$ cat src/hw/rtl/skf_pkg.sv
// Shared types, constants and keymap tables of the scancode-to-character key FIFO.
`default_nettype none

package skf_pkg;

    // Character store geometry
    localparam int FIFO_DEPTH = 128;
    localparam int PTR_W      = $clog2(FIFO_DEPTH);
    localparam int CHAR_W     = 8;

    // Result queue in the back part
    localparam int OQ_DEPTH = 4;
    localparam int OQ_PTR_W = $clog2(OQ_DEPTH);
    localparam int OQ_CNT_W = $clog2(OQ_DEPTH + 1);

    // Configuration register indexes
    typedef enum logic [1:0] {
        CFG_UP    = 2'd0,
        CFG_DOWN  = 2'd1,
        CFG_LEFT  = 2'd2,
        CFG_RIGHT = 2'd3
    } t_cfg_idx;

    localparam logic [CHAR_W-1:0] UP_RESET    = 8'd128;
    localparam logic [CHAR_W-1:0] DOWN_RESET  = 8'd129;
    localparam logic [CHAR_W-1:0] LEFT_RESET  = 8'd130;
    localparam logic [CHAR_W-1:0] RIGHT_RESET = 8'd131;

    // Set-1 scancodes
    localparam logic [7:0] SC_PREFIX   = 8'hE0;
    localparam logic [7:0] SC_REL_MASK = 8'h80;
    localparam logic [6:0] SC_LSHIFT   = 7'h2A;
    localparam logic [6:0] SC_RSHIFT   = 7'h36;
    localparam logic [6:0] SC_CAPS     = 7'h3A;
    localparam logic [6:0] SC_UP       = 7'h48;
    localparam logic [6:0] SC_DOWN     = 7'h50;
    localparam logic [6:0] SC_LEFT     = 7'h4B;
    localparam logic [6:0] SC_RIGHT    = 7'h4D;

    localparam logic [7:0] CH_LOWER_A = 8'h61;
    localparam logic [7:0] CH_LOWER_Z = 8'h7A;
    localparam logic [7:0] CH_CASE    = 8'h20;

    // Command from the front part to the back part
    typedef struct packed {
        logic              is_read;
        logic [CHAR_W-1:0] ch;
    } t_cmd;

    // Result beat
    typedef struct packed {
        logic [CHAR_W-1:0] read_char;
        logic              char_valid;
        logic              key_waiting;
    } t_res;

    // US layout, no shift
    function automatic logic [7:0] plain_map(input logic [6:0] key);
        logic [7:0] c;
        unique case (key)
            7'd1:  c = 8'h1B;
            7'd2:  c = 8'h31;
            7'd3:  c = 8'h32;
            7'd4:  c = 8'h33;
            7'd5:  c = 8'h34;
            7'd6:  c = 8'h35;
            7'd7:  c = 8'h36;
            7'd8:  c = 8'h37;
            7'd9:  c = 8'h38;
            7'd10: c = 8'h39;
            7'd11: c = 8'h30;
            7'd12: c = 8'h2D;
            7'd13: c = 8'h3D;
            7'd14: c = 8'h08;
            7'd15: c = 8'h09;
            7'd16: c = 8'h71;
            7'd17: c = 8'h77;
            7'd18: c = 8'h65;
            7'd19: c = 8'h72;
            7'd20: c = 8'h74;
            7'd21: c = 8'h79;
            7'd22: c = 8'h75;
            7'd23: c = 8'h69;
            7'd24: c = 8'h6F;
            7'd25: c = 8'h70;
            7'd26: c = 8'h5B;
            7'd27: c = 8'h5D;
            7'd28: c = 8'h0A;
            7'd30: c = 8'h61;
            7'd31: c = 8'h73;
            7'd32: c = 8'h64;
            7'd33: c = 8'h66;
            7'd34: c = 8'h67;
            7'd35: c = 8'h68;
            7'd36: c = 8'h6A;
            7'd37: c = 8'h6B;
            7'd38: c = 8'h6C;
            7'd39: c = 8'h3B;
            7'd40: c = 8'h27;
            7'd41: c = 8'h60;
            7'd43: c = 8'h5C;
            7'd44: c = 8'h7A;
            7'd45: c = 8'h78;
            7'd46: c = 8'h63;
            7'd47: c = 8'h76;
            7'd48: c = 8'h62;
            7'd49: c = 8'h6E;
            7'd50: c = 8'h6D;
            7'd51: c = 8'h2C;
            7'd52: c = 8'h2E;
            7'd53: c = 8'h2F;
            7'd55: c = 8'h2A;
            7'd57: c = 8'h20;
            7'd74: c = 8'h2D;
            7'd78: c = 8'h2B;
            default: c = 8'h00;
        endcase
        return c;
    endfunction

    // US layout, shift held
    function automatic logic [7:0] upper_map(input logic [6:0] key);
        logic [7:0] c;
        unique case (key)
            7'd1:  c = 8'h1B;
            7'd2:  c = 8'h21;
            7'd3:  c = 8'h40;
            7'd4:  c = 8'h23;
            7'd5:  c = 8'h24;
            7'd6:  c = 8'h25;
            7'd7:  c = 8'h5E;
            7'd8:  c = 8'h26;
            7'd9:  c = 8'h2A;
            7'd10: c = 8'h28;
            7'd11: c = 8'h29;
            7'd12: c = 8'h5F;
            7'd13: c = 8'h2B;
            7'd14: c = 8'h08;
            7'd15: c = 8'h09;
            7'd16: c = 8'h51;
            7'd17: c = 8'h57;
            7'd18: c = 8'h45;
            7'd19: c = 8'h52;
            7'd20: c = 8'h54;
            7'd21: c = 8'h59;
            7'd22: c = 8'h55;
            7'd23: c = 8'h49;
            7'd24: c = 8'h4F;
            7'd25: c = 8'h50;
            7'd26: c = 8'h7B;
            7'd27: c = 8'h7D;
            7'd28: c = 8'h0A;
            7'd30: c = 8'h41;
            7'd31: c = 8'h53;
            7'd32: c = 8'h44;
            7'd33: c = 8'h46;
            7'd34: c = 8'h47;
            7'd35: c = 8'h48;
            7'd36: c = 8'h4A;
            7'd37: c = 8'h4B;
            7'd38: c = 8'h4C;
            7'd39: c = 8'h3A;
            7'd40: c = 8'h22;
            7'd41: c = 8'h7E;
            7'd43: c = 8'h7C;
            7'd44: c = 8'h5A;
            7'd45: c = 8'h58;
            7'd46: c = 8'h43;
            7'd47: c = 8'h56;
            7'd48: c = 8'h42;
            7'd49: c = 8'h4E;
            7'd50: c = 8'h4D;
            7'd51: c = 8'h3C;
            7'd52: c = 8'h3E;
            7'd53: c = 8'h3F;
            7'd55: c = 8'h2A;
            7'd57: c = 8'h20;
            7'd74: c = 8'h2D;
            7'd78: c = 8'h2B;
            default: c = 8'h00;
        endcase
        return c;
    endfunction

endpackage

`default_nettype wire

$ cat src/hw/rtl/skf_ram.sv
// Generic single-write, single-read RAM with registered read data.
`default_nettype none

module skf_ram #(
    parameter int WIDTH = 8,
    parameter int DEPTH = 128
) (
    input  wire logic                     i_clk,
    input  wire logic                     i_we,
    input  wire logic [$clog2(DEPTH)-1:0] i_waddr,
    input  wire logic [WIDTH-1:0]         i_wdata,
    input  wire logic                     i_re,
    input  wire logic [$clog2(DEPTH)-1:0] i_raddr,
    output logic      [WIDTH-1:0]         o_rdata
);

    logic [WIDTH-1:0] r_mem [DEPTH];

    // Write port
    always_ff @(posedge i_clk) begin
        if (i_we) begin
            r_mem[i_waddr] <= i_wdata;
        end
    end

    // Registered read port
    always_ff @(posedge i_clk) begin
        if (i_re) begin
            o_rdata <= r_mem[i_raddr];
        end
    end

endmodule

`default_nettype wire

$ cat src/hw/rtl/skf_front.sv
// Front part: accepts beats, tracks prefix/shift/caps and maps scancodes to commands.
`default_nettype none

module skf_front (
    input  wire logic                     i_clk,
    input  wire logic                     i_rst_n,
    input  wire logic                     i_accept,
    input  wire logic                     i_action,
    input  wire logic [7:0]               i_scan_byte,
    input  wire logic                     i_cfg_we,
    input  wire skf_pkg::t_cfg_idx        i_cfg_addr,
    input  wire logic [skf_pkg::CHAR_W-1:0] i_cfg_wdata,
    output logic                          o_cmd_push,
    output skf_pkg::t_cmd                 o_cmd
);

    import skf_pkg::*;

    logic              r_prefix, r_shift, r_caps;
    logic              n_prefix, n_shift, n_caps;
    logic [CHAR_W-1:0] r_up, r_down, r_left, r_right;
    logic [6:0]        key;
    logic [CHAR_W-1:0] arrow;
    logic [CHAR_W-1:0] mapped;
    logic [CHAR_W-1:0] ch;

    assign key = i_scan_byte[6:0];

    // Pick the arrow register for a press code, zero for anything else
    always_comb begin
        unique case (key)
            SC_UP:    arrow = r_up;
            SC_DOWN:  arrow = r_down;
            SC_LEFT:  arrow = r_left;
            SC_RIGHT: arrow = r_right;
            default:  arrow = '0;
        endcase
    end

    // Map an unprefixed press, with caps applied only when shift is up
    always_comb begin
        if (r_shift) begin
            mapped = (arrow != '0) ? arrow : upper_map(key);
        end else begin
            mapped = (arrow != '0) ? arrow : plain_map(key);
            if (r_caps && mapped >= CH_LOWER_A && mapped <= CH_LOWER_Z) begin
                mapped = mapped - CH_CASE;
            end
        end
    end

    // Classify the scancode and advance the modifier state
    always_comb begin
        n_prefix = r_prefix;
        n_shift  = r_shift;
        n_caps   = r_caps;
        ch       = '0;
        if (i_accept && !i_action) begin
            priority if (i_scan_byte == SC_PREFIX) begin
                n_prefix = 1'b1;
            end else if ((i_scan_byte & SC_REL_MASK) != '0) begin
                if (key == SC_LSHIFT || key == SC_RSHIFT) begin
                    n_shift = 1'b0;
                end
                n_prefix = 1'b0;
            end else if (key == SC_LSHIFT || key == SC_RSHIFT) begin
                n_shift  = 1'b1;
                n_prefix = 1'b0;
            end else if (key == SC_CAPS) begin
                n_caps   = !r_caps;
                n_prefix = 1'b0;
            end else if (r_prefix) begin
                ch       = arrow;
                n_prefix = 1'b0;
            end else begin
                ch = mapped;
            end
        end
    end

    assign o_cmd_push    = i_accept;
    assign o_cmd.is_read = i_action;
    assign o_cmd.ch      = ch;

    // Hold modifier state and arrow registers
    always_ff @(posedge i_clk) begin
        if (!i_rst_n) begin
            r_prefix <= 1'b0;
            r_shift  <= 1'b0;
            r_caps   <= 1'b0;
            r_up     <= UP_RESET;
            r_down   <= DOWN_RESET;
            r_left   <= LEFT_RESET;
            r_right  <= RIGHT_RESET;
        end else begin
            r_prefix <= n_prefix;
            r_shift  <= n_shift;
            r_caps   <= n_caps;
            if (i_cfg_we) begin
                unique case (i_cfg_addr)
                    CFG_UP:    r_up    <= i_cfg_wdata;
                    CFG_DOWN:  r_down  <= i_cfg_wdata;
                    CFG_LEFT:  r_left  <= i_cfg_wdata;
                    CFG_RIGHT: r_right <= i_cfg_wdata;
                endcase
            end
        end
    end

endmodule

`default_nettype wire

$ cat src/hw/rtl/skf_cmd_q.sv
// Two-entry command queue between the front and back parts.
`default_nettype none

module skf_cmd_q (
    input  wire logic           i_clk,
    input  wire logic           i_rst_n,
    input  wire logic           i_push,
    input  wire skf_pkg::t_cmd  i_cmd,
    input  wire logic           i_pop,
    output logic                o_full,
    output logic                o_empty,
    output skf_pkg::t_cmd       o_cmd
);

    import skf_pkg::*;

    t_cmd       r_mem [2];
    logic       r_wr, r_rd;
    logic [1:0] r_cnt;
    logic       do_push, do_pop;

    assign o_full  = (r_cnt == 2'd2);
    assign o_empty = (r_cnt == 2'd0);
    assign o_cmd   = r_mem[r_rd];
    assign do_push = i_push && !o_full;
    assign do_pop  = i_pop && !o_empty;

    // Store command beats
    always_ff @(posedge i_clk) begin
        if (do_push) begin
            r_mem[r_wr] <= i_cmd;
        end
    end

    // Advance pointers and count
    always_ff @(posedge i_clk) begin
        if (!i_rst_n) begin
            r_wr  <= 1'b0;
            r_rd  <= 1'b0;
            r_cnt <= 2'd0;
        end else begin
            if (do_push) begin
                r_wr <= !r_wr;
            end
            if (do_pop) begin
                r_rd <= !r_rd;
            end
            unique case ({do_push, do_pop})
                2'b10:   r_cnt <= r_cnt + 2'd1;
                2'b01:   r_cnt <= r_cnt - 2'd1;
                default: r_cnt <= r_cnt;
            endcase
        end
    end

endmodule

`default_nettype wire

$ cat src/hw/rtl/skf_back.sv
// Back part: character ring FIFO, read stage and result queue.
`default_nettype none

module skf_back (
    input  wire logic                      i_clk,
    input  wire logic                      i_rst_n,
    input  wire logic                      i_cmd_empty,
    input  wire skf_pkg::t_cmd             i_cmd,
    output logic                           o_cmd_pop,
    input  wire logic                      i_res_pop,
    output logic                           o_res_empty,
    output skf_pkg::t_res                  o_res
);

    import skf_pkg::*;

    logic [PTR_W-1:0]    r_wr_ptr, r_rd_ptr, n_wr_ptr, n_rd_ptr;
    logic [PTR_W-1:0]    wr_inc, rd_inc;
    logic                r_s1_vld, r_s1_pop, r_s1_kw;
    logic                n_s1_pop, n_s1_kw;
    logic                issue;
    logic                ram_we, ram_re;
    logic [CHAR_W-1:0]   ram_rdata;
    t_res                r_oq [OQ_DEPTH];
    t_res                s1_res;
    logic [OQ_PTR_W-1:0] r_oq_wr, r_oq_rd;
    logic [OQ_CNT_W-1:0] r_oq_cnt;
    logic                oq_pop;

    // Issue only with room for this beat and the one in the read stage
    assign issue     = !i_cmd_empty &&
                       ((r_oq_cnt + OQ_CNT_W'(r_s1_vld)) <= OQ_CNT_W'(OQ_DEPTH - 2));
    assign o_cmd_pop = issue;

    assign wr_inc = (r_wr_ptr == PTR_W'(FIFO_DEPTH - 1)) ? '0 : r_wr_ptr + PTR_W'(1);
    assign rd_inc = (r_rd_ptr == PTR_W'(FIFO_DEPTH - 1)) ? '0 : r_rd_ptr + PTR_W'(1);

    // Push a character or pop one; drop on full or on a zero character, nothing on empty read
    always_comb begin
        n_wr_ptr = r_wr_ptr;
        n_rd_ptr = r_rd_ptr;
        ram_we   = 1'b0;
        ram_re   = 1'b0;
        n_s1_pop = 1'b0;
        if (issue) begin
            if (i_cmd.is_read) begin
                if (r_wr_ptr != r_rd_ptr) begin
                    ram_re   = 1'b1;
                    n_rd_ptr = rd_inc;
                    n_s1_pop = 1'b1;
                end
            end else if (i_cmd.ch != '0 && wr_inc != r_rd_ptr) begin
                ram_we   = 1'b1;
                n_wr_ptr = wr_inc;
            end
        end
        n_s1_kw = (n_wr_ptr != n_rd_ptr);
    end

    skf_ram #(
        .WIDTH (CHAR_W),
        .DEPTH (FIFO_DEPTH)
    ) u_store (
        .i_clk   (i_clk),
        .i_we    (ram_we),
        .i_waddr (r_wr_ptr),
        .i_wdata (i_cmd.ch),
        .i_re    (ram_re),
        .i_raddr (r_rd_ptr),
        .o_rdata (ram_rdata)
    );

    // Advance pointers and the read stage
    always_ff @(posedge i_clk) begin
        if (!i_rst_n) begin
            r_wr_ptr <= '0;
            r_rd_ptr <= '0;
            r_s1_vld <= 1'b0;
        end else begin
            r_wr_ptr <= n_wr_ptr;
            r_rd_ptr <= n_rd_ptr;
            r_s1_vld <= issue;
        end
    end

    always_ff @(posedge i_clk) begin
        if (issue) begin
            r_s1_pop <= n_s1_pop;
            r_s1_kw  <= n_s1_kw;
        end
    end

    // Form the result beat once read data is out of the store
    assign s1_res.read_char   = r_s1_pop ? ram_rdata : '0;
    assign s1_res.char_valid  = r_s1_pop;
    assign s1_res.key_waiting = r_s1_kw;

    // Result queue
    assign o_res_empty = (r_oq_cnt == '0);
    assign o_res       = r_oq[r_oq_rd];
    assign oq_pop      = i_res_pop && !o_res_empty;

    always_ff @(posedge i_clk) begin
        if (r_s1_vld) begin
            r_oq[r_oq_wr] <= s1_res;
        end
    end

    always_ff @(posedge i_clk) begin
        if (!i_rst_n) begin
            r_oq_wr  <= '0;
            r_oq_rd  <= '0;
            r_oq_cnt <= '0;
        end else begin
            if (r_s1_vld) begin
                r_oq_wr <= r_oq_wr + OQ_PTR_W'(1);
            end
            if (oq_pop) begin
                r_oq_rd <= r_oq_rd + OQ_PTR_W'(1);
            end
            unique case ({r_s1_vld, oq_pop})
                2'b10:   r_oq_cnt <= r_oq_cnt + OQ_CNT_W'(1);
                2'b01:   r_oq_cnt <= r_oq_cnt - OQ_CNT_W'(1);
                default: r_oq_cnt <= r_oq_cnt;
            endcase
        end
    end

endmodule

`default_nettype wire

$ cat src/hw/rtl/scancode_to_ascii_key_fifo.sv
// Top level of the set-1 scancode to character decoder with key FIFO.
// Takes one beat per clock on the push side unless full: a scancode byte (action 0) or
// a character read (action 1), and gives exactly one result beat for each, in order,
// on the pop side. Sustained rate is one beat per cycle in both directions without
// stalls; a result passes through the command queue, character store read and result
// queue before it can be popped. The store read port is the single point every read of
// a held character passes through, one per cycle at most. Decoded characters live in a
// 128-entry ring (up to 127 held); a character arriving when the ring is full is
// dropped, and a read from an empty ring returns 0 with char_valid low. Arrow codes
// come from four 8-bit registers (index 0..3: up, down, left, right; reset 128..131),
// to be written only while the block is idle. No clearing pass is needed after reset.
`default_nettype none

module scancode_to_ascii_key_fifo (
    input  wire logic                       i_clk,
    input  wire logic                       i_rst_n,
    input  wire logic                       push,
    output logic                            full,
    input  wire logic                       i_action,
    input  wire logic [7:0]                 i_scan_byte,
    output logic                            empty,
    input  wire logic                       pop,
    output logic [skf_pkg::CHAR_W-1:0]      o_read_char,
    output logic                            o_char_valid,
    output logic                            o_key_waiting,
    input  wire logic                       i_cfg_we,
    input  wire skf_pkg::t_cfg_idx          i_cfg_addr,
    input  wire logic [skf_pkg::CHAR_W-1:0] i_cfg_wdata
);

    import skf_pkg::*;

    logic q_push, q_full, q_empty, q_pop;
    t_cmd front_cmd, q_cmd;
    t_res res;

    assign full = q_full;

    skf_front u_front (
        .i_clk       (i_clk),
        .i_rst_n     (i_rst_n),
        .i_accept    (push && !q_full),
        .i_action    (i_action),
        .i_scan_byte (i_scan_byte),
        .i_cfg_we    (i_cfg_we),
        .i_cfg_addr  (i_cfg_addr),
        .i_cfg_wdata (i_cfg_wdata),
        .o_cmd_push  (q_push),
        .o_cmd       (front_cmd)
    );

    skf_cmd_q u_cmd_q (
        .i_clk   (i_clk),
        .i_rst_n (i_rst_n),
        .i_push  (q_push),
        .i_cmd   (front_cmd),
        .i_pop   (q_pop),
        .o_full  (q_full),
        .o_empty (q_empty),
        .o_cmd   (q_cmd)
    );

    skf_back u_back (
        .i_clk       (i_clk),
        .i_rst_n     (i_rst_n),
        .i_cmd_empty (q_empty),
        .i_cmd       (q_cmd),
        .o_cmd_pop   (q_pop),
        .i_res_pop   (pop),
        .o_res_empty (empty),
        .o_res       (res)
    );

    assign o_read_char   = res.read_char;
    assign o_char_valid  = res.char_valid;
    assign o_key_waiting = res.key_waiting;

endmodule

`default_nettype wire

$ cat config.mk
export PLATFORM = sky130hd
export DESIGN_NAME = scancode_to_ascii_key_fifo
export DESIGN_NICKNAME = d
export VERILOG_FILES = /design/src/hw/rtl/skf_pkg.sv /design/src/hw/rtl/skf_ram.sv /design/src/hw/rtl/skf_front.sv /design/src/hw/rtl/skf_cmd_q.sv /design/src/hw/rtl/skf_back.sv /design/src/hw/rtl/scancode_to_ascii_key_fifo.sv
export SDC_FILE = /design/constraint.sdc
export NUM_CORES = 1
export LEC_CHECK = 0
export ABC_AREA = 1
export BUFFER_PORTS_ARGS = -buffer_cell sky130_fd_sc_hd__buf_2
export CAP_MARGIN = 15
export CORE_ASPECT_RATIO = 0.9
export CORE_MARGIN = 4
export CORE_UTILIZATION = 36
export CTS_CLUSTER_DIAMETER = 50
export DETAILED_ROUTE_END_ITERATION = 12
export MAX_ROUTING_LAYER = met4
export SLEW_MARGIN = 0
export SYNTH_ARGS = -nofsm -noshare
export SYNTH_HDL_FRONTEND = slang
export SYNTH_SLANG_ARGS = --single-unit
$ cat constraint.sdc
create_clock -name i_clk -period 6.8 [get_ports i_clk]
set_input_delay 0 -clock i_clk [delete_from_list [all_inputs] [get_ports i_clk]]
set_output_delay 0 -clock i_clk [all_outputs]
set_load 0.01 [all_outputs]
==> results of run 1 <==
per-layer routing:
metal  part of all wire [%]  GRT usage (%)
met1                     43           27.9
met2                     44           27.9
met3                     10           3.96
met4                    2.7           5.25
met5                      0              -
Yosys cell counts (4+ instances only):
cell and n:
buf_1 7, a31oi_1 17, o221ai_1 95, nand3_1 149, o22ai_1 172, nor2_4 5, clkbuf_1 208, or2_2 5
a21oi_1 64, inv_1 87, inv_2 12, nand2_1 440, nand4_1 31, nor2_1 795, ha_1 23, edfxtp_1 1092
dfxtp_1 64, nand4_4 5, nor3_1 5, nand2_2 5, buf_2 34, o211ai_1 36, clkinv_1 4, xor2_1 11
o21ai_0 624, nor2_2 6, buf_6 5
worst register-to-register path: stages, from the launching register on:
cell and delay (ps):
dfxtp_1 420, inv_2 190, nand2_1 110, nand2_4 660, nor2_1 150, a31oi_1 480, nand2_2 280, inv_2 350
nand4_1 700, buf_4 530, nor2_1 590
cells by family after synthesis:
family | share of synthesized area (%)
simple gates | 12.5
flops | 71.3
compound gates | 12.3
buf+inv | 3.02
fa+ha+maj | 0.644
xor+xnor | 0.238
mux | 0.0209
power breakdown:
group / leakage [nW] / internal (mW) / total [mW] / switching (mW)
logic: 5.39 / 1.11 / 5.01 / 3.90
registers: 10.4 / 8.69 / 8.85 / 0.160
clock network: 1.97 / 3.88 / 6.72 / 2.84
registers in the layout (all words and copies together), names as in the netlist, 2 cells and up, named ones only:
register                count
u_back.r_rd_ptr             7
u_back.r_oq_wr              2
u_cmd_q.r_cnt               2
u_front.r_right             8
u_back.r_oq                40
u_front.r_up                8
u_back.r_wr_ptr             7
u_cmd_q.r_mem              18
u_front.r_left              8
u_back.u_store.o_rdata      8
u_back.r_oq_rd              2
u_front.r_down              8
u_back.u_store.r_mem     1024
u_back.r_oq_cnt             3
stage by stage:
step | hold slack, ps | setup slack, ps | util (%) | instance area (um^2) | power, mW
after floorplan | 90.0 | 2730 | - | 47800 | 12.0
after global placement | 222 | 2050 | 37.6 | 49500 | 13.9
after CTS | 56.9 | 1990 | 41.0 | 53800 | 20.6
after detailed placement | 229 | 1970 | 37.6 | 49500 | 13.9
final | 79.6 | 1990 | 41.0 | 53800 | 20.6
after global routing | 80.4 | 1680 | 41.0 | 53800 | 21.4
layout make-up:
cell class / count / area [um^2] / share of cell area, %
timing repair buffer: 107 / 803 / 1.49
clock buffer: 143 / 3050 / 5.66
clock inverter: 80 / 1000 / 1.86
inverter: 103 / 402 / 0.746
tap: 1728 / 2160 / 4.02
antenna: 1 / 2.50 / 0.00465
sequential: 1156 / 34100 / 63.3
multi-input combinational: 2522 / 12300 / 22.9
final timing paths:
kind                                      endpoint  slack [ps]
max          u_back.u_store.r_mem[97][4]$_DFFE_PP_        1990
min                  u_cmd_q.r_mem[0][8]$_DFFE_PP_          80
max reg2reg  u_back.u_store.r_mem[97][4]$_DFFE_PP_        1990
min reg2reg        u_front.r_right[0]$_SDFFE_PN1P_         460
==> summary.txt, run 1 <==
Outcome
  – Outcome: complete, no violations

Critical path
  – Cell count along the critical path: 10
  – Worst Path Max Fanout: slightly above 60
  – Required @ worst endpoint: 7170 ps
  – Buf/Inv on CP: 3
  – Path depth of the worst reg2reg path: 10
  – Slowest-stage cell, CP: nand4_1
  – CP startpoint kind: flop
  – Type of the worst setup path: reg2reg
  – WP data arrival: ~5200 ps
  – Setup crit end kind: flop
  – CP max stage delay: about 700 ps
  – Critical path, cell by cell: inv_2 -> nand2_1 -> nand2_4 -> nor2_1 -> a31oi_1 -> nand2_2 -> inv_2 -> nand4_1 -> buf_4 -> nor2_1
  – Family with the most delay on the worst path: simple AND/OR/NAND/NOR gates

Yosys
  – Synthesized area: about 48000 um^2
  – Area share of the largest cell type after synthesis: around two thirds
  – Syn_area_per_cell: ~12 um^2
  – EDFF count, synth: approximately 1100
  – Main synth FF type: edfxtp_1
  – YS warnings: 0
  – Register bit total from synthesis: between 1000 and 1500
  – Fraction of registers with async set/reset: 0%
  – Synth cell types: 47
  – Seq/Total Area, Yosys: approximately 70%
  – Synth area leaders: edfxtp_1 (69%), o21ai_0 (6.5%), nor2_1 (6.2%), nand2_1 (3.5%), dfxtp_1 (2.7%)
  – Largest area contributor in the netlist: edfxtp_1
  – Syn Inst Count: 4038
  – Syn Nets: approximately 4000

Floorplanning
  – Die ar.: 139000 um^2
  – Num rows: ~130
  – Starting Density: 36.3%
  – Die Span X: 392 um
  – Ports: 36
  – Die height: between 300 and 400 um
  – Core area: ~130000 um^2

STA
  – Tcrit/Tclk final: 70.8%
  – Worst-margin pin slew: between 1000 and 1500 ps
  – Setup-failing EPs final: 0
  – Final setup skew: around 38 ps
  – Min Tclk post-route: between 4000 and 5000 ps
  – Final Hold Vio Count: 0
  – Final slew viol count: 0
  – Highest Clock Rate: between 0.2 and 0.25 GHz
  – Slew HR: 24.5%
  – RSZ-0062 raised after global routing: no
  – Sum Neg Setup Slack: 0 ps

Placement
  – Port bufs: 35
  – Placed cells: 5586
  – HPWL after DPL: 78.3 mm
  – RePlAce Congestion: 0.935

Job
  – Max cap viols: 0

Clock tree
  – Clock Path Buffers: 3
  – Cts repair resizes: 0
  – Worst-path clk slew: around 60 ps
  – Clock tree sinks: roughly 1200
  – CTS H-tree depth: 3
  – Post-CTS Setup Inserts: 0
  – Clk_lat worst skew: roughly 760 ps
  – Root buffer cell: clkbuf_16
  – CTS tree: yes
  – CTS Buf Count: 117
  – Post-CTS Hold Buffers: 30

Drt
  – Vias: between 30000 and 40000
  – Detailed Routing Iterations Pass 1: 5
  – Overall routed net length: around 130 mm
  – Vias per inst: roughly 5.6
  – DRT iter0 DRCs: 4202
  – WL/cell: between 20 and 25 um
  – # DRC: 0
  – Antenna viol nets, final: 0

Final layout
  – Area Overhead vs Synth: 12.7%
  – NumNets Final: 4055
  – Layout cells sized above 1: roughly 7.7%
  – Most frequent cells in the layout: edfxtp_1 (1092), nor2_1 (794), o21ai_0 (624)
  – Fillers: between 10000 and 15000
  – Commonest non-fill, non-tap cell in the layout: edfxtp_1
  – Layout Cells excl Fill: approximately 6000

Power and ir drop
  – Leakage: between 15 and 20 nW
  – PD cells: 382 nW/um^2
  – VDD IR-drop max: between 300 and 400 uV

Worst hold path
  – Hold Startpoint: i_action
  – Hold Crit Depth: 2
  – Worst hold-check path type: in2reg

GRT
  – Largest net degree at the start of global routing: between 150 and 200
  – Gr usage total: 19.4%
  – Initial antenna violation count: 1
  – Vias in the first global route: approximately 31000
  – First-pass GRT wire length: between 150 and 200 mm
  – Total grt overflow: 0
Note: power is estimated with default switching activity, not from simulation.
==> inputs of run 2 (changes only) <==
--- a/config.mk
+++ b/config.mk
@@ -5,7 +5,7 @@
 export SDC_FILE = /design/constraint.sdc
 export NUM_CORES = 1
 export LEC_CHECK = 0
-export ABC_AREA = 1
+export ABC_AREA = 0
 export BUFFER_PORTS_ARGS = -buffer_cell sky130_fd_sc_hd__buf_2
 export CAP_MARGIN = 15
 export CORE_ASPECT_RATIO = 0.9
==> constraint.sdc (replaced) <==
create_clock -name i_clk -period 3.9 [get_ports i_clk]
set_input_delay 0 -clock i_clk [delete_from_list [all_inputs] [get_ports i_clk]]
set_output_delay 0 -clock i_clk [all_outputs]
set_load 0.01 [all_outputs]
==> run 2 against run 1 <==
Synthesized area decreased by 1.5%. Hold slack improved by 35 ps. Critical path type unchanged. Global-route usage is 2.3 points lower. Cell count shrank 23%. Clock power rose by 77%. Critical endpoint is now u_back.u_store.r_mem[73][4]$_DFFE_PP_. Fmax up 40%. Via count down 25%. Count of clock-buffer cells in the layout grew 14.
==> summary.txt, run 2 <==
Final layout
  – Most frequent cells in the layout: edfxtp_1 (1092), mux4_2 (349), buf_4 (204)
  – Layout cells sized above 1: 30.5% (+23 points)
  – Number of flip-flops in the largest register: 1024 (unchanged)
  – Commonest non-fill, non-tap cell in the layout: edfxtp_1
  – Largest regs: u_back.u_store.r_mem (1024), u_back.r_oq (40), u_cmd_q.r_mem (18)
  – Final core occ: 42.8% (+1.8 points)
  – NumNets Final: 2741 (-32%)
  – Fillers: 11100 (-9.4%)
  – Largest reg by FF count: u_back.u_store.r_mem
  – FF+latch area: 34100 um^2 (about the same)
  – Antenna cells: 0 (-1)
  – Area Overhead vs Synth: 17.7%
  – Design area: 55400 um^2 (+2.9%)
  – Multi-input gate area: 12300 um^2 (-0.25%)

Critical path
  – Setup crit end kind: flop
  – CP startpoint kind: flop
  – Required @ worst endpoint: 4330 ps (-2840 ps)
  – Type of the worst setup path: reg2reg
  – R2r setup slk: 460 ps (-1530 ps)
  – Worst Path Max Fanout: 16 (-74%)
  – Crit. Startpoint: u_back.r_wr_ptr[1]$_SDFF_PN0_
  – Worst r2r src: u_back.r_wr_ptr[1]$_SDFF_PN0_
  – WP data arrival: 3870 ps (-1310 ps)

STA
  – Slew HR: 35.5% (+11 points)
  – Worst-margin pin slew: 968 ps (-161 ps)
  – Sum Neg Setup Slack: 0 ps (unchanged)
  – Final setup skew: 28.0 ps (-10.3 ps)
  – Tcrit/Tclk final: 88.3% (+18 points)
  – Min Tclk post-route: 3440 ps (-1370 ps)
  – Setup-failing EPs final: 0 (unchanged)
  – Highest Clock Rate: 0.290 GHz (+40%)
  – Final slew viol count: 0 (unchanged)
  – Final Hold Vio Count: 0 (unchanged)
  – Hold slack final: 114 ps (+34.6 ps)
  – RSZ-0062 raised after global routing: no

Worst hold path
  – Hold Startpoint: i_cfg_wdata[1]
  – Worst hold-check path type: in2reg

Drt
  – Vias: 24500 (-25%)
  – DRT iter0 DRCs: 2593 (-38%)
  – Detailed Routing Iterations Pass 1: 6 (+1)
  – # DRC: 0 (unchanged)
  – WL/cell: 24.9 um (+8.3%)
  – Vias per inst: 5.43 (-2.8%)
  – Antenna viol nets, final: 0 (unchanged)
  – Overall routed net length: 112 mm (-16%)

Clock tree
  – Cts repair resizes: 0 (unchanged)
  – Clock Path Buffers: 3 (unchanged)
  – Post-CTS Hold Buffers: 35 (+17%)
  – CTS tree: yes
  – Clk_lat worst skew: 720 ps (-40 ps)
  – Root buffer cell: clkbuf_16
  – Clock tree sinks: 1156 (unchanged)
  – CTS H-tree depth: 4 (+1)
  – CTS Buf Count: 132 (+13%)
  – Worst-path clk slew: 60 ps (about the same)
  – Post-CTS Setup Inserts: 0 (unchanged)

Power and ir drop
  – PD cells: 569 nW/um^2 (+49%)
  – VDD IR-drop max: 395 uV (+30%)
  – Post-layout power: 31.5 mW (+53%)
  – Leakage: 17.4 nW (-2.1%)

Yosys
  – Syn Inst Count: 2402 (-41%)
  – YS warnings: 0 (unchanged)
  – Register bit total from synthesis: 1156 (unchanged)
  – Synth cell types: 84 (+79%)
  – Synthesized area: 47100 um^2 (-1.5%)
  – Syn_area_per_cell: 19.6 um^2 (+66%)
  – EDFF count, synth: 1092 (unchanged)
  – Seq/Total Area, Yosys: 72.4% (+1.1 points)
  – Most common library cells after synthesis: edfxtp_1 (1092), mux4_2 (349), nor2_1 (203)
  – Fraction of registers with async set/reset: 0% (unchanged)
  – Main synth FF type: edfxtp_1
  – Largest area contributor in the netlist: edfxtp_1
  – Syn Nets: 2450 (-40%)
  – Area share of the largest cell type after synthesis: 69.7% (+1.1 points)
  – Most common cell in the netlist: edfxtp_1
  – Synth area leaders: edfxtp_1 (70%), mux4_2 (17%), dfxtp_1 (2.7%), nor2_1 (1.6%), nand2_1 (0.86%)

GRT
  – Gr usage total: 17.1% (-2.3 points)
  – Vias in the first global route: 24700 (-20%)
  – Total grt overflow: 0 (unchanged)
  – Initial antenna violation count: 10 (+9)
  – Largest net degree at the start of global routing: 100 (-44%)
  – First-pass GRT wire length: 169 mm (-16%)

Floorplanning
  – Starting Density: 36.3% (about the same)
  – Ports: 36 (unchanged)
  – Core area: 129000 um^2 (-1.5%)
  – Num rows: 125 (-0.79%)
  – Die Span X: 389 um (-0.74%)
  – Die height: 351 um (-0.74%)
  – Die ar.: 137000 um^2 (-1.5%)

Placement
  – Port bufs: 35 (unchanged)
  – RePlAce Congestion: 0.886 (-5.3%)
  – HPWL after DPL: 70.1 mm (-10%)
  – Area after detailed placement: 50800 um^2 (+2.7%)

Job
  – Max cap viols: 0 (unchanged)

Outcome
  – Outcome: complete, no violations
==> run 2: cell types whose count changed after synthesis, sizes merged, moves of 127 or more <==
cell,previous run,this run
nor2,806,204
nand3,152,25
o22ai,172,3
o21ai,626,29
clkbuf,208,77
nand2,446,109
mux4,0,349
==> run 2: cells by family (layout without fill, tap and decap cells) <==
logic type,after synthesis,after routing,share of synthesized area (%)
flip-flops,1156,1156,72.4
AND/OR/NAND/NOR,449,449,4.45
multiplexers,388,388,17.6
AO/OA/AOI/OAI,184,184,2.75
buffers and inverters,167,564,1.52
XOR/XNOR,34,34,0.662
adder cells (fa/ha/maj),24,24,0.654
==> run 2: layout make-up <==
class                   count  area share [%]
inverters                  27           0.183
clock buffers             157            6.27
well taps                1714            3.87
repair buffers            297            4.54
clock inverters            83            1.38
multi-input cells        1079            22.2
flip-flops and latches   1156            61.5
==> run 2: worst max-delay path, stage by stage (launching register included) <==
cell and delay (ps):
dfxtp_1 460, ha_1 230, nand4_1 190, nor2_1 230, mux2_2 370, or2_2 330
a21oi_4 250, and2b_1 230, nand3b_1 150, buf_12 220, nor2_1 260, buf_4 220
==> run 2: metrics by stage <==
stage               instances  worst slack, ps
CTS                      4513              490
global route             4513              230
detailed placement       4238              330
floorplan                2402              529
global placement         4238              372
finish                   4513              457
==> run 2: worst paths after layout <==
kind	endpoint	cells past startpoint
setup / recovery	u_back.u_store.r_mem[73][4]$_DFFE_PP_	11
hold / removal	u_front.r_right[1]$_SDFFE_PN1P_	4
setup reg to reg	u_back.u_store.r_mem[73][4]$_DFFE_PP_	11
hold reg to reg	u_front.r_down[4]$_SDFFE_PN0P_	2
==> run 2: per-layer routing <==
layer	global-route usage (%)	up-vias	routed length, um
met5	-	-	0
met4	3.65	0	1830
met3	2.99	160	8710
met2	25.3	1044	51700
met1	24.9	12800	50000
li1	-	10400	-
==> run 2: power by group <==
group / internal [mW] / leakage, nW / switching [mW] / total (mW)
sequential: 14.9 / 10.4 / 0.182 / 15.1
combinational: 1.67 / 4.91 / 2.90 / 4.58
clock: 6.97 / 2.08 / 4.91 / 11.9
total: 23.5 / 17.4 / 8.00 / 31.5
